`src/rtl/rth_pkg.sv`:
```
`timescale 1ns / 1ps
// ----------------------------------------------------------------------------
// RGB to HSV package
// Shared widths, pipeline record types and the restoring division step.
// ----------------------------------------------------------------------------
package rth_pkg;

    // Hue resolution: hue is given in units of 1/2^HUE_FRAC_BITS degree.
    localparam int HUE_FRAC_BITS = 6;

    localparam int CH_W      = 8;
    localparam int HUE_OUT_W = 15;

    // Scale applied to |pos - neg| before division by delta.
    localparam int HUE_SCALE = 60 << HUE_FRAC_BITS;
    localparam int HQ_W      = $clog2(HUE_SCALE + 1);
    // Quotient bits per division: wide enough for hue and for saturation.
    localparam int DQ_W      = (HQ_W > CH_W) ? HQ_W : CH_W;
    // Division word: partial remainder on top, dividend / quotient below.
    localparam int DW        = CH_W + DQ_W;
    // Internal hue width before fitting to the output field.
    localparam int HW        = $clog2((360 << HUE_FRAC_BITS) + 1);

    localparam logic [HW-1:0] BASE_RED_WRAP = HW'(360 << HUE_FRAC_BITS);
    localparam logic [HW-1:0] BASE_GREEN    = HW'(120 << HUE_FRAC_BITS);
    localparam logic [HW-1:0] BASE_BLUE     = HW'(240 << HUE_FRAC_BITS);

    typedef enum logic [1:0] {
        SEC_RED   = 2'd0,
        SEC_GREEN = 2'd1,
        SEC_BLUE  = 2'd2
    } sector_t;

    // Record after the channel compare stage.
    typedef struct packed {
        logic              grey;
        logic              neg;
        sector_t           sector;
        logic [CH_W-1:0]   bright;
        logic [CH_W-1:0]   delta;
        logic [CH_W-1:0]   diff;
    } front_t;

    // Record carried through the division stages.
    typedef struct packed {
        logic              grey;
        logic              neg;
        sector_t           sector;
        logic [CH_W-1:0]   bright;
        logic [CH_W-1:0]   delta;
        logic [DW-1:0]     hz;
        logic [DW-1:0]     sz;
    } div_item_t;

    // One restoring division step on {remainder, dividend bits}.
    // The remainder stays below the divisor, so it fits in CH_W bits.
    function automatic logic [DW-1:0] div_step(input logic [DW-1:0]   z,
                                               input logic [CH_W-1:0] d);
        logic [CH_W:0]   t;
        logic            ge;
        logic [CH_W:0]   sub;
        logic [CH_W-1:0] rem;
        t   = {z[DW-1:DQ_W], z[DQ_W-1]};
        ge  = (t >= {1'b0, d});
        sub = t - {1'b0, d};
        rem = ge ? sub[CH_W-1:0] : t[CH_W-1:0];
        return {rem, z[DQ_W-2:0], ge};
    endfunction

endpackage

```
`src/rtl/rth_ifs.sv`:
```
`timescale 1ns / 1ps
// ----------------------------------------------------------------------------
// RGB to HSV stream interfaces
// Valid/ready channels for input pixels and HSV results.
// ----------------------------------------------------------------------------
interface rth_pixel_if
    import rth_pkg::*;
();
    logic            valid;
    logic            ready;
    logic [CH_W-1:0] red;
    logic [CH_W-1:0] green;
    logic [CH_W-1:0] blue;

    modport source (output valid, output red, output green, output blue, input ready);
    modport sink   (input valid, input red, input green, input blue, output ready);
endinterface

interface rth_hsv_if
    import rth_pkg::*;
();
    logic                 valid;
    logic                 ready;
    logic [HUE_OUT_W-1:0] hue;
    logic [CH_W-1:0]      saturation;
    logic [CH_W-1:0]      brightness;

    modport source (output valid, output hue, output saturation, output brightness,
                    input ready);
    modport sink   (input valid, input hue, input saturation, input brightness,
                    output ready);
endinterface

```
`src/rtl/rth_front.sv`:
```
`timescale 1ns / 1ps
// ----------------------------------------------------------------------------
// RGB to HSV front end
// Two stages: channel max/min and sector pick, then dividend scaling.
// ----------------------------------------------------------------------------
module rth_front
    import rth_pkg::*;
(
    input  logic            clk,
    input  logic            rst_n,
    input  logic            adv,
    input  logic            in_valid,
    input  logic [CH_W-1:0] red,
    input  logic [CH_W-1:0] green,
    input  logic [CH_W-1:0] blue,
    output logic            out_valid,
    output div_item_t       out_item
);

    localparam logic [DW-1:0] SCALE_W = DW'(HUE_SCALE);

    logic      s1_valid_reg;
    front_t    s1_reg;
    front_t    s1_next;
    logic      s2_valid_reg;
    div_item_t s2_reg;
    div_item_t s2_next;

    logic [CH_W-1:0] hi;
    logic [CH_W-1:0] lo;
    logic [CH_W-1:0] pos;
    logic [CH_W-1:0] negv;

    // Stage 1: max, min, sector (red, green, blue on ties) and signed difference.
    always_comb
    begin
        hi = red;
        lo = red;
        if (green > hi)
        begin
            hi = green;
        end
        if (blue > hi)
        begin
            hi = blue;
        end
        if (green < lo)
        begin
            lo = green;
        end
        if (blue < lo)
        begin
            lo = blue;
        end

        priority if (hi == red)
        begin
            s1_next.sector = SEC_RED;
            pos            = green;
            negv           = blue;
        end
        else if (hi == green)
        begin
            s1_next.sector = SEC_GREEN;
            pos            = blue;
            negv           = red;
        end
        else
        begin
            s1_next.sector = SEC_BLUE;
            pos            = red;
            negv           = green;
        end

        s1_next.bright = hi;
        s1_next.delta  = hi - lo;
        s1_next.grey   = (hi == lo);
        s1_next.neg    = (pos < negv);
        s1_next.diff   = (pos < negv) ? (negv - pos) : (pos - negv);
    end

    // Stage 2: form the two dividends.
    always_comb
    begin
        s2_next.grey   = s1_reg.grey;
        s2_next.neg    = s1_reg.neg;
        s2_next.sector = s1_reg.sector;
        s2_next.bright = s1_reg.bright;
        s2_next.delta  = s1_reg.delta;
        s2_next.hz     = DW'(s1_reg.diff) * SCALE_W;
        s2_next.sz     = DW'({s1_reg.delta, 8'h00}) - DW'(s1_reg.delta);
    end

    always_ff @(posedge clk or negedge rst_n)
    begin
        if (!rst_n)
        begin
            s1_valid_reg <= 1'b0;
            s2_valid_reg <= 1'b0;
        end
        else if (adv)
        begin
            s1_valid_reg <= in_valid;
            s2_valid_reg <= s1_valid_reg;
        end
    end

    always_ff @(posedge clk)
    begin
        if (adv)
        begin
            s1_reg <= s1_next;
            s2_reg <= s2_next;
        end
    end

    assign out_valid = s2_valid_reg;
    assign out_item  = s2_reg;

endmodule

```
`src/rtl/rth_div_step.sv`:
```
`timescale 1ns / 1ps
// ----------------------------------------------------------------------------
// RGB to HSV division step
// One registered restoring step for both the hue and saturation quotients.
// ----------------------------------------------------------------------------
module rth_div_step
    import rth_pkg::*;
(
    input  logic      clk,
    input  logic      rst_n,
    input  logic      adv,
    input  logic      in_valid,
    input  div_item_t in_item,
    output logic      out_valid,
    output div_item_t out_item
);

    logic      valid_reg;
    div_item_t item_reg;
    div_item_t item_next;

    always_comb
    begin
        item_next    = in_item;
        item_next.hz = div_step(in_item.hz, in_item.delta);
        item_next.sz = div_step(in_item.sz, in_item.bright);
    end

    always_ff @(posedge clk or negedge rst_n)
    begin
        if (!rst_n)
        begin
            valid_reg <= 1'b0;
        end
        else if (adv)
        begin
            valid_reg <= in_valid;
        end
    end

    always_ff @(posedge clk)
    begin
        if (adv)
        begin
            item_reg <= item_next;
        end
    end

    assign out_valid = valid_reg;
    assign out_item  = item_reg;

endmodule

```
`src/rtl/rth_finish.sv`:
```
`timescale 1ns / 1ps
// ----------------------------------------------------------------------------
// RGB to HSV finish stage
// Adds the sector base to the hue quotient and holds the output register.
// ----------------------------------------------------------------------------
module rth_finish
    import rth_pkg::*;
(
    input  logic                 clk,
    input  logic                 rst_n,
    input  logic                 adv,
    input  logic                 in_valid,
    input  div_item_t            in_item,
    output logic                 out_valid,
    output logic [HUE_OUT_W-1:0] hue,
    output logic [CH_W-1:0]      saturation,
    output logic [CH_W-1:0]      brightness
);

    logic                 valid_reg;
    logic [HUE_OUT_W-1:0] hue_reg;
    logic [HUE_OUT_W-1:0] hue_next;
    logic [CH_W-1:0]      sat_reg;
    logic [CH_W-1:0]      sat_next;
    logic [CH_W-1:0]      bright_reg;

    logic [HW-1:0] base;
    logic [HW-1:0] quo;
    logic          rem_nz;
    logic [HW-1:0] hue_full;

    always_comb
    begin
        unique case (in_item.sector)
            SEC_RED:   base = in_item.neg ? BASE_RED_WRAP : '0;
            SEC_GREEN: base = BASE_GREEN;
            SEC_BLUE:  base = BASE_BLUE;
            default:   base = '0;
        endcase

        quo    = HW'(in_item.hz[DQ_W-1:0]);
        rem_nz = |in_item.hz[DW-1:DQ_W];

        // Negative offset: floor(base - x/delta) = base - ceil(x/delta).
        if (in_item.neg)
        begin
            hue_full = base - quo - HW'(rem_nz);
        end
        else
        begin
            hue_full = base + quo;
        end

        if (in_item.grey)
        begin
            hue_next = '0;
            sat_next = '0;
        end
        else
        begin
            hue_next = HUE_OUT_W'(hue_full);
            sat_next = in_item.sz[CH_W-1:0];
        end
    end

    always_ff @(posedge clk or negedge rst_n)
    begin
        if (!rst_n)
        begin
            valid_reg <= 1'b0;
        end
        else if (adv)
        begin
            valid_reg <= in_valid;
        end
    end

    always_ff @(posedge clk)
    begin
        if (adv)
        begin
            hue_reg    <= hue_next;
            sat_reg    <= sat_next;
            bright_reg <= in_item.bright;
        end
    end

    assign out_valid  = valid_reg;
    assign hue        = hue_reg;
    assign saturation = sat_reg;
    assign brightness = bright_reg;

endmodule

```
`src/rtl/rgb_to_hsv_convert.sv`:
```
`timescale 1ns / 1ps
// ----------------------------------------------------------------------------
// RGB to HSV converter
// Streams 8-bit RGB pixels in and HSV results out at one pixel per clock when the hsv side does not stall.
// ----------------------------------------------------------------------------
// Each request on the pixel channel carries one red/green/blue pixel and
// yields exactly one request on the hsv channel, in order. Brightness is the
// largest channel, saturation is floor(255*delta/max) and hue is the floor of
// the exact hue in 1/64 degree (0 up to below 360 degrees); a grey pixel gives
// hue and saturation of zero. When channels tie for the maximum, the sector is
// picked as red, then green, then blue. The block accepts a new pixel every
// clock while the hsv side does not stall; the pipeline has one stage
// for max/min and sector, one to scale the dividends, one stage per quotient
// bit of the two shared-step restoring dividers, and the output register.
// The whole pipeline moves as one: it advances whenever the output register is
// empty or its result is being taken, so a stall on the hsv side holds every
// stage in place and drops nothing.
// ----------------------------------------------------------------------------
module rgb_to_hsv_convert
    import rth_pkg::*;
(
    input  logic        clk,
    input  logic        rst_n,
    rth_pixel_if.sink   pixel,
    rth_hsv_if.source   hsv
);

    logic      adv;
    logic      div_valid [DQ_W+1];
    div_item_t div_item  [DQ_W+1];

    // Advance everything when the result slot is free or being drained.
    assign adv         = !hsv.valid || hsv.ready;
    assign pixel.ready = adv;

    // Channel compare and dividend scaling.
    rth_front u_front (
        .clk       (clk),
        .rst_n     (rst_n),
        .adv       (adv),
        .in_valid  (pixel.valid),
        .red       (pixel.red),
        .green     (pixel.green),
        .blue      (pixel.blue),
        .out_valid (div_valid[0]),
        .out_item  (div_item[0])
    );

    // One quotient bit per stage for hue and saturation in parallel.
    for (genvar i = 0; i < DQ_W; i++)
    begin : g_div
        rth_div_step u_step (
            .clk       (clk),
            .rst_n     (rst_n),
            .adv       (adv),
            .in_valid  (div_valid[i]),
            .in_item   (div_item[i]),
            .out_valid (div_valid[i+1]),
            .out_item  (div_item[i+1])
        );
    end

    // Sector base, grey override and output register.
    rth_finish u_finish (
        .clk        (clk),
        .rst_n      (rst_n),
        .adv        (adv),
        .in_valid   (div_valid[DQ_W]),
        .in_item    (div_item[DQ_W]),
        .out_valid  (hsv.valid),
        .hue        (hsv.hue),
        .saturation (hsv.saturation),
        .brightness (hsv.brightness)
    );

endmodule

```
`src/flat_wrapper.sv`:
```
// flat-port wrapper written by rule: the top's interface ports become plain ports
module rgb_to_hsv_convert_flat import rth_pkg::*;
  (clk, rst_n, pixel_valid, pixel_red, pixel_green, pixel_blue, pixel_ready, hsv_valid, hsv_hue, hsv_saturation, hsv_brightness, hsv_ready);
  rth_pixel_if pixel_i ();
  rth_hsv_if hsv_i ();
  input  logic clk;
  input  logic rst_n;
  input wire logic [$bits(pixel_i.valid)-1:0] pixel_valid;
  input wire logic [$bits(pixel_i.red)-1:0] pixel_red;
  input wire logic [$bits(pixel_i.green)-1:0] pixel_green;
  input wire logic [$bits(pixel_i.blue)-1:0] pixel_blue;
  output wire logic [$bits(pixel_i.ready)-1:0] pixel_ready;
  output wire logic [$bits(hsv_i.valid)-1:0] hsv_valid;
  output wire logic [$bits(hsv_i.hue)-1:0] hsv_hue;
  output wire logic [$bits(hsv_i.saturation)-1:0] hsv_saturation;
  output wire logic [$bits(hsv_i.brightness)-1:0] hsv_brightness;
  input wire logic [$bits(hsv_i.ready)-1:0] hsv_ready;
  assign pixel_i.valid = pixel_valid;
  assign pixel_i.red = pixel_red;
  assign pixel_i.green = pixel_green;
  assign pixel_i.blue = pixel_blue;
  assign pixel_ready = pixel_i.ready;
  assign hsv_valid = hsv_i.valid;
  assign hsv_hue = hsv_i.hue;
  assign hsv_saturation = hsv_i.saturation;
  assign hsv_brightness = hsv_i.brightness;
  assign hsv_i.ready = hsv_ready;
  rgb_to_hsv_convert u_core (.clk(clk), .rst_n(rst_n), .pixel(pixel_i), .hsv(hsv_i));
endmodule
```
`config.mk`:
```
export PLATFORM = sky130hd
export DESIGN_NAME = rgb_to_hsv_convert_flat
export DESIGN_NICKNAME = d
export VERILOG_FILES = /design/src/rtl/rth_pkg.sv /design/src/rtl/rth_ifs.sv /design/src/rtl/rth_front.sv /design/src/rtl/rth_div_step.sv /design/src/rtl/rth_finish.sv /design/src/rtl/rgb_to_hsv_convert.sv /design/src/flat_wrapper.sv
export SDC_FILE = /design/constraint.sdc
export NUM_CORES = 1
export LEC_CHECK = 0
export BUFFER_PORTS_ARGS = -buffer_cell sky130_fd_sc_hd__clkbuf_2
export CAP_MARGIN = 20
export CORE_MARGIN = 1
export CORE_UTILIZATION = 45
export DETAILED_ROUTE_END_ITERATION = 12
export HOLD_SLACK_MARGIN = 0.1
export MAX_ROUTING_LAYER = met4
export RECOVER_POWER = 25
export SLEW_MARGIN = 5
export SYNTH_ARGS = -nofsm -noshare
export SYNTH_HDL_FRONTEND = slang
export SYNTH_HIERARCHICAL = 1
export SYNTH_SLANG_ARGS = --single-unit
```
`constraint.sdc`:
```
create_clock -name clk -period 20.1 [get_ports clk]
set_input_delay 0 -clock clk [delete_from_list [all_inputs] [get_ports clk]]
set_output_delay 0 -clock clk [all_outputs]
set_load 0.1 [all_outputs]
```
**After elaboration in Yosys (flattened, before gate mapping)**

Index checks and enable logic that the tools add are counted.

- Input bits: 28
- Output and inout port bits: 33
- Logic and storage cells: 227
- Bits in registers: 763

- Multipliers: 1
- Magnitude comparators: 29
- Mux-type cells: 36
- Equal/unequal tests: 5
- Add/subtract/negate cells: 30
- Reductions and logical operators: 4

Operators with widths:

| kind | count |
|---|---|
| 8-bit 2-to-1 mux | 32 |
| 9-bit by 8-bit greater-or-equal comparator with 1-bit output | 24 |
| 8-bit subtractor | 26 |
| 15-bit one-hot mux with 3 select lines | 1 |
| 15-bit 2-to-1 mux | 2 |
| 8-bit equality test | 3 |
| 8-bit less-than comparator | 3 |
| 16-bit by 8-bit subtractor with 17-bit output | 1 |
| 8-bit > comparator | 2 |
| 15-bit by 12-bit adder with 15-bit output | 1 |
| 15-bit by 1-bit subtractor with 15-bit output | 1 |
| 15-bit by 12-bit subtractor with 15-bit output | 1 |
| 8-bit by 4-bit multiplier with 12-bit output (second input constant) | 1 |
| 8-bit OR reduction | 1 |
| 2-bit by 1-bit equality test with 1-bit output (second input constant) | 1 |
| 2-bit equality test (second input constant) | 1 |
| 2-bit zero test | 1 |
| 2-bit 2-to-1 mux | 1 |
| 1-bit zero test | 1 |
| 1-bit logical OR | 1 |

**Depth between registers and ports, before layout**

Gate-level depths: netlist (run 1).

- Depth in word-level cells: 9
- Mapped depth: 36
- Mapped depth without buffers: 32

**Modules after synthesis**

The synthesis (run 1) kept the hierarchy.

Modules (own cells, without submodules):

| module | cells an instance | area each (um2) | instances | sequential area each (um2) |
|---|---|---|---|---|
| rth_div_step (u_core.g_div[0].u_step ...) | 191 | 2808.9 | 6 | 1826.8 |
| rth_div_step (u_core.g_div[2].u_step ...) | 188 | 2785.2 | 5 | 1826.8 |
| rth_front | 590 | 6004.5 | 1 | 2332.2 |
| rth_div_step (u_core.g_div[6].u_step) | 192 | 2852.7 | 1 | 1826.8 |
| rth_finish | 208 | 2232.1 | 1 | 955.9 |
| rgb_to_hsv_convert | 1 | 6.3 | 1 | 0.0 |

**Least setup slack after synthesis (run 1)**

No wires, ideal clock.

- Path type: input to register
- From: input hsv_ready
- To: register u_core.g_div[0].u_step.valid_reg
- Data required time: 19925 ps
- Data arrival time: 23390 ps
- Setup slack: -3465 ps
- Setup time: 175 ps
- Cell stages on the path: 2
- Cell sequence: nand2b_1 -> mux2_2

- Word-level cells in the longest chain between the ends: 1

Ends and longest elaborated chain:

| what | RTL line | RTL |
|---|---|---|
| from (decl) | flat_wrapper.sv:17 | `input wire logic [$bits(hsv_i.ready)-1:0] hsv_ready;` |
| 1-bit logical OR | rgb_to_hsv_convert.sv:33 | `assign adv = !hsv.valid \|\| hsv.ready;` |
| to (signal assigned) | rth_div_step.sv:37 | `valid_reg <= in_valid;` |
| to (decl) | rth_div_step.sv:18 | `logic valid_reg;` |

Every way passes these cells.
A chain may end at the register's enable or synchronous reset.

==> metrics.txt, run 1 <==
first drt pass iteration count=5; setup bufs post-CTS=0; GR Overflow Total=0; # hold bufs at CTS=7; synthesized area=39900 um^2; post_cts resized=0; Ant. Diodes=0; slowest stage delay, CP=0.80 ns; Clock transition at path regs=0.06 ns; first-pass GRT wire length=116000 um; DP Worst Slack=11.34 ns; post-DP HPWL=50900 um; crit-path max FO=29; synth warn=6; Cells after Synth=2982; Finished Core Util=50.7%; Die X=300 um; Worst Tran Pin Value=1.03 ns; vias per inst=5.27; Mean Syn Cell Area=13.4 um^2; CTS tree=done; Arr. time, crit path=8.91 ns; GP Congestion=0.893; number of max-cap violations=0; antenna violations before repair=0; HP Class=in2reg; Crit Path Class=in2reg; Final nets=3449; Die Area=89800 um^2; share of cells above drive strength 1=13.5%; Clock Skew=0.0274 ns; max reg flops=662; final hold viol count=0; post-DR wirelength/cell=16.4 um; initial core utilization=45.7%; Die H=300 um; DRC viols=0; dpl cells=4166; Core Footprint=87300 um^2; Max H-tree Level=3; largest net degree at the start of global routing=200; GRT Util Overall=16.4%; Non-Filler Instances=4321; cell family with most CP delay=compound AO/OA/AOI/OAI gates; setup TNS=0 ns; Max Root-Sink Buffers=3; DR iter-0 viols=1141; RSZ-0062 raised after global routing=no; DR vias=22800; Required @ worst endpoint=20.45 ns; min cycle time layout=8.56 ns; Final ANT Viol Nets=0; final worst path period share=42.6%; total CTS buffers=83; number of clock sinks=784; # IOs=61; clk root buf=clkbuf_16; vias in the first global route=23300; CP max stage cell=a222oi_1; row cnt=108; status=finished, final reports clean; overall routed net length=71000 um; worst setup slack after layout=11.54 ns; Rel. slew slack=31.3%; final slew viol count=0; max frequency=0.117 GHz; IO buf count=60; Setup crit start kind=input port; final setup fails=0; worst skew pair latency=0.62 ns; WP buf/inv=4; area added between synthesis and finish=10.9%; Worst path most repeated cell=nand2_1; Crit. End Element=flip-flop
## final timing paths
check                                                 startpoint                                      endpoint  slack (ns)  depth (start not counted)
min                                               pixel_green[0]           u_core/u_front/s1_reg[16]$_DFFE_PP_        0.16                          4
max                                                 pixel_red[2]            u_core/u_front/s1_reg[7]$_DFFE_PP_       11.54                         32
max in group asynchronous                                  rst_n  u_core/g_div[6].u_step/out_valid$_DFFE_PN0P_       18.99                          3
max reg2reg                u_core/u_finish/out_valid$_DFFE_PN0P_           u_core/u_front/s1_reg[23]$_DFFE_PP_       16.12                          4
min reg2reg                 u_core/u_front/out_item[8]$_DFFE_PP_  u_core/g_div[0].u_step/out_item[9]$_DFFE_PP_        0.40                          0
min in group asynchronous                                  rst_n  u_core/g_div[8].u_step/out_valid$_DFFE_PN0P_        0.64                          3
## placed cells by master, fill, tap and decap left out, types with 16 or more instances in the layout
cell and count:
a21o_1 66, a21oi_1 150, a21oi_2 22, a311o_1 19, clkbuf_16 84, clkbuf_2 60
clkinv_2 16, edfxtp_1 769, fa_1 40, ha_1 278, inv_1 344, inv_2 18
mux2_2 73, mux2_4 30, mux2i_1 66, nand2_1 144, nand2b_1 34, nand3_1 50
nand4_1 17, nor2_1 101, nor2b_1 43, nor3_1 43, o21a_1 36, o21ai_0 90
o21ai_1 46, o21ai_2 18, o21bai_1 20, o31a_1 16, xnor2_1 82, xor2_1 37
## metal layers
| metal | up-vias | wire length, um | track usage, % |
|---|---|---|---|
| met3 | 160 | 2510 | 2.63 |
| met2 | 409 | 36400 | 28.8 |
| met5 | - | 0 | - |
| met1 | 10900 | 29900 | 18.8 |
| met4 | 0 | 2120 | 5.82 |
| li1 | 11300 | - | - |
## tightest hold or removal path: stages
cell and delay [ns]:
clkbuf_2 0.24, nand2_1 0.08, o21ai_0 0.14, o21a_1 0.19
## per-stage QoR
stage	hold slack [ns]	instance area [um^2]
finish	0.155	44200
global route	0.145	44200
CTS	0.104	44200
detailed placement	-0.0570	41500
global placement	-0.0663	41500
floorplan	-0.296	39900
## cell type report
class	instances	area, um^2
fillers	7481	43100
flip-flops and latches	784	23500
multi-input cells	1796	14800
clock buffers	95	2140
well taps	1155	1450
inverters	362	1360
clock inverters	53	547
repair buffers	76	463
Power of run 1 is left out: the tool's default activity adds up to more than one toggle a clock period on the data nets, which glitch-free logic cannot reach.
==> run 2, diff against run 1 <==
- clock period: 20.1 -> 8.52 ns (I/O delays scaled with it)
==> run 2 against run 1 <==
Compared with the run above: sequential share of layout area shrank 0.16 points; core utilization is 0.16 points higher; register-to-register slack got worse by 11 ns; cell area increased by 0.31%; die area is the same; largest cell class unchanged.
==> metrics.txt, run 2 (synthesized netlist as in run 1, its figures left out) <==
CTS tree=done; # IOs=61; Worst Tran Pin Value=1.07 ns; post-DP HPWL=51000 um; Crit Path Class=in2reg; status=finished, final reports clean; DRC viols=0; HP Class=in2reg; # fillers=7401; vias in the first global route=23400; Worst path most repeated cell=nand2_1; DR iter-0 viols=1252; Final nets=3456; Core Footprint=87300 um^2; Arr. time, crit path=7.34 ns; crit-path max FO=29; Clock Skew=0.0189 ns; Max Root-Sink Buffers=3; IO buf count=60; commonest non-fill, non-tap cell in the layout=edfxtp_1; Clock transition at path regs=0.06 ns; RSZ-0062 raised after global routing=no; final slew viol count=0; total CTS buffers=83; Max H-tree Level=3; first-pass GRT wire length=115000 um; Die Area=89800 um^2; GP Congestion=0.859; worst skew pair latency=0.62 ns; Die X=300 um; post-DR wirelength/cell=16.3 um; Setup crit start kind=input port; row cnt=108; commonest cells after routing, fill and taps aside=edfxtp_1 (769), inv_1 (344), ha_1 (278); slowest stage delay, CP=0.54 ns; clk root buf=clkbuf_16; WHS=0.139 ns; final setup fails=0; area added between synthesis and finish=11.3%; Final ANT Viol Nets=0; initial core utilization=45.7%; number of clock sinks=784; GR Util met1=18.9%; Required @ worst endpoint=8.88 ns; vias per inst=5.28; max reg flops=662; gr busiest metal=met2; final hold viol count=0; overall routed net length=70500 um; share of cells above drive strength 1=13.6%; setup TNS=0 ns; Rel. slew slack=28.7%; GR Overflow Total=0; max frequency=0.143 GHz; antenna violations before repair=2; largest net degree at the start of global routing=183; DR vias=22900; Die H=300 um; GR Layer Usage met2=28.1%; min cycle time layout=6.99 ns; first drt pass iteration count=5; CP max stage cell=o311ai_0; number of max-cap violations=0; Crit. End Element=flip-flop; M3 GR Usage=2.29%; final worst path period share=82.0%; GRT Util Overall=16.2%; post_cts resized=0
==> run 2: changes by cell type in the layout (fill, tap and decap cells not counted), moves of 3 or more <==
| cell | previous run | this run |
|---|---|---|
| clkbuf_8 | 0 | 3 |
| clkinv_1 | 12 | 15 |
| buf_4 | 7 | 12 |
| clkbuf_1 | 11 | 17 |
| clkinvlp_4 | 9 | 5 |
==> run 2: path summary, 6_finish.rpt <==
kind | slack (ns) | cells past startpoint | start | end
max | 1.53 | 34 | pixel_red[1] | u_core/u_front/s1_reg[5]$_DFFE_PP_
min | 0.14 | 4 | pixel_green[0] | u_core/u_front/s1_reg[16]$_DFFE_PP_
max reg2reg | 4.99 | 9 | u_core/g_div[11].u_step/out_item[58]$_DFFE_PP_ | u_core/u_finish/hue[12]$_SDFFCE_PP0P_
min reg2reg | 0.40 | 0 | u_core/g_div[6].u_step/out_item[9]$_DFFE_PP_ | u_core/g_div[7].u_step/out_item[10]$_DFFE_PP_
max in group asynchronous | 7.43 | 3 | rst_n | u_core/u_front/s1_valid_reg$_DFFE_PN0P_
min in group asynchronous | 0.62 | 3 | rst_n | u_core/g_div[11].u_step/out_valid$_DFFE_PN0P_
==> run 2: final cells by class <==
type	count	area (um^2)	area share, %
Clock inverter	48	497	1.12
Timing Repair Buffer	83	531	1.20
Sequential cell	784	23500	52.9
Clock buffer	106	2260	5.09
Tap cell	1155	1450	3.26
Antenna cell	2	5.00	0.0113
Multi-Input combinational cell	1796	14800	33.4
Inverter	362	1360	3.06
==> run 2: critical path, delay by kind of cell <==
kind	cells	cell delay [ns]
adders and majority gates	3	0.96
buffers and inverters	6	1.15
and+or+nand+nor	6	1.00
xor gates and xnor gates	1	0.14
AOI/OAI and AO/OA	16	3.45
muxes	2	0.65
==> run 2: stage by stage <==
| step | utilization (%) | cell area (um^2) | setup slack, ns | std cells |
|---|---|---|---|---|
| floorplan | - | 39900 | 1.15 | 2990 |
| global placement | 47.6 | 41500 | 0.782 | 4171 |
| detailed placement | 47.6 | 41500 | 0.753 | 4171 |
| CTS | 50.8 | 44300 | 1.36 | 4333 |
| global route | 50.8 | 44400 | 0.850 | 4336 |
| finish | 50.8 | 44400 | 1.53 | 4336 |
==> run 2: what timing repair did <==
action                    CTS  global route
buffers inserted            0             0
hold endpoints to repair   35             0
hold buffers                8             0
==> run 2: routing by layer <==
| layer | share of wire (%) | routed length (um) |
|---|---|---|
| met5 | 0 | 0 |
| met4 | 3.2 | 2280 |
| met3 | 3.8 | 2710 |
| met2 | 50 | 35500 |
| met1 | 43 | 30000 |
Power of run 2 is left out for the same reason.
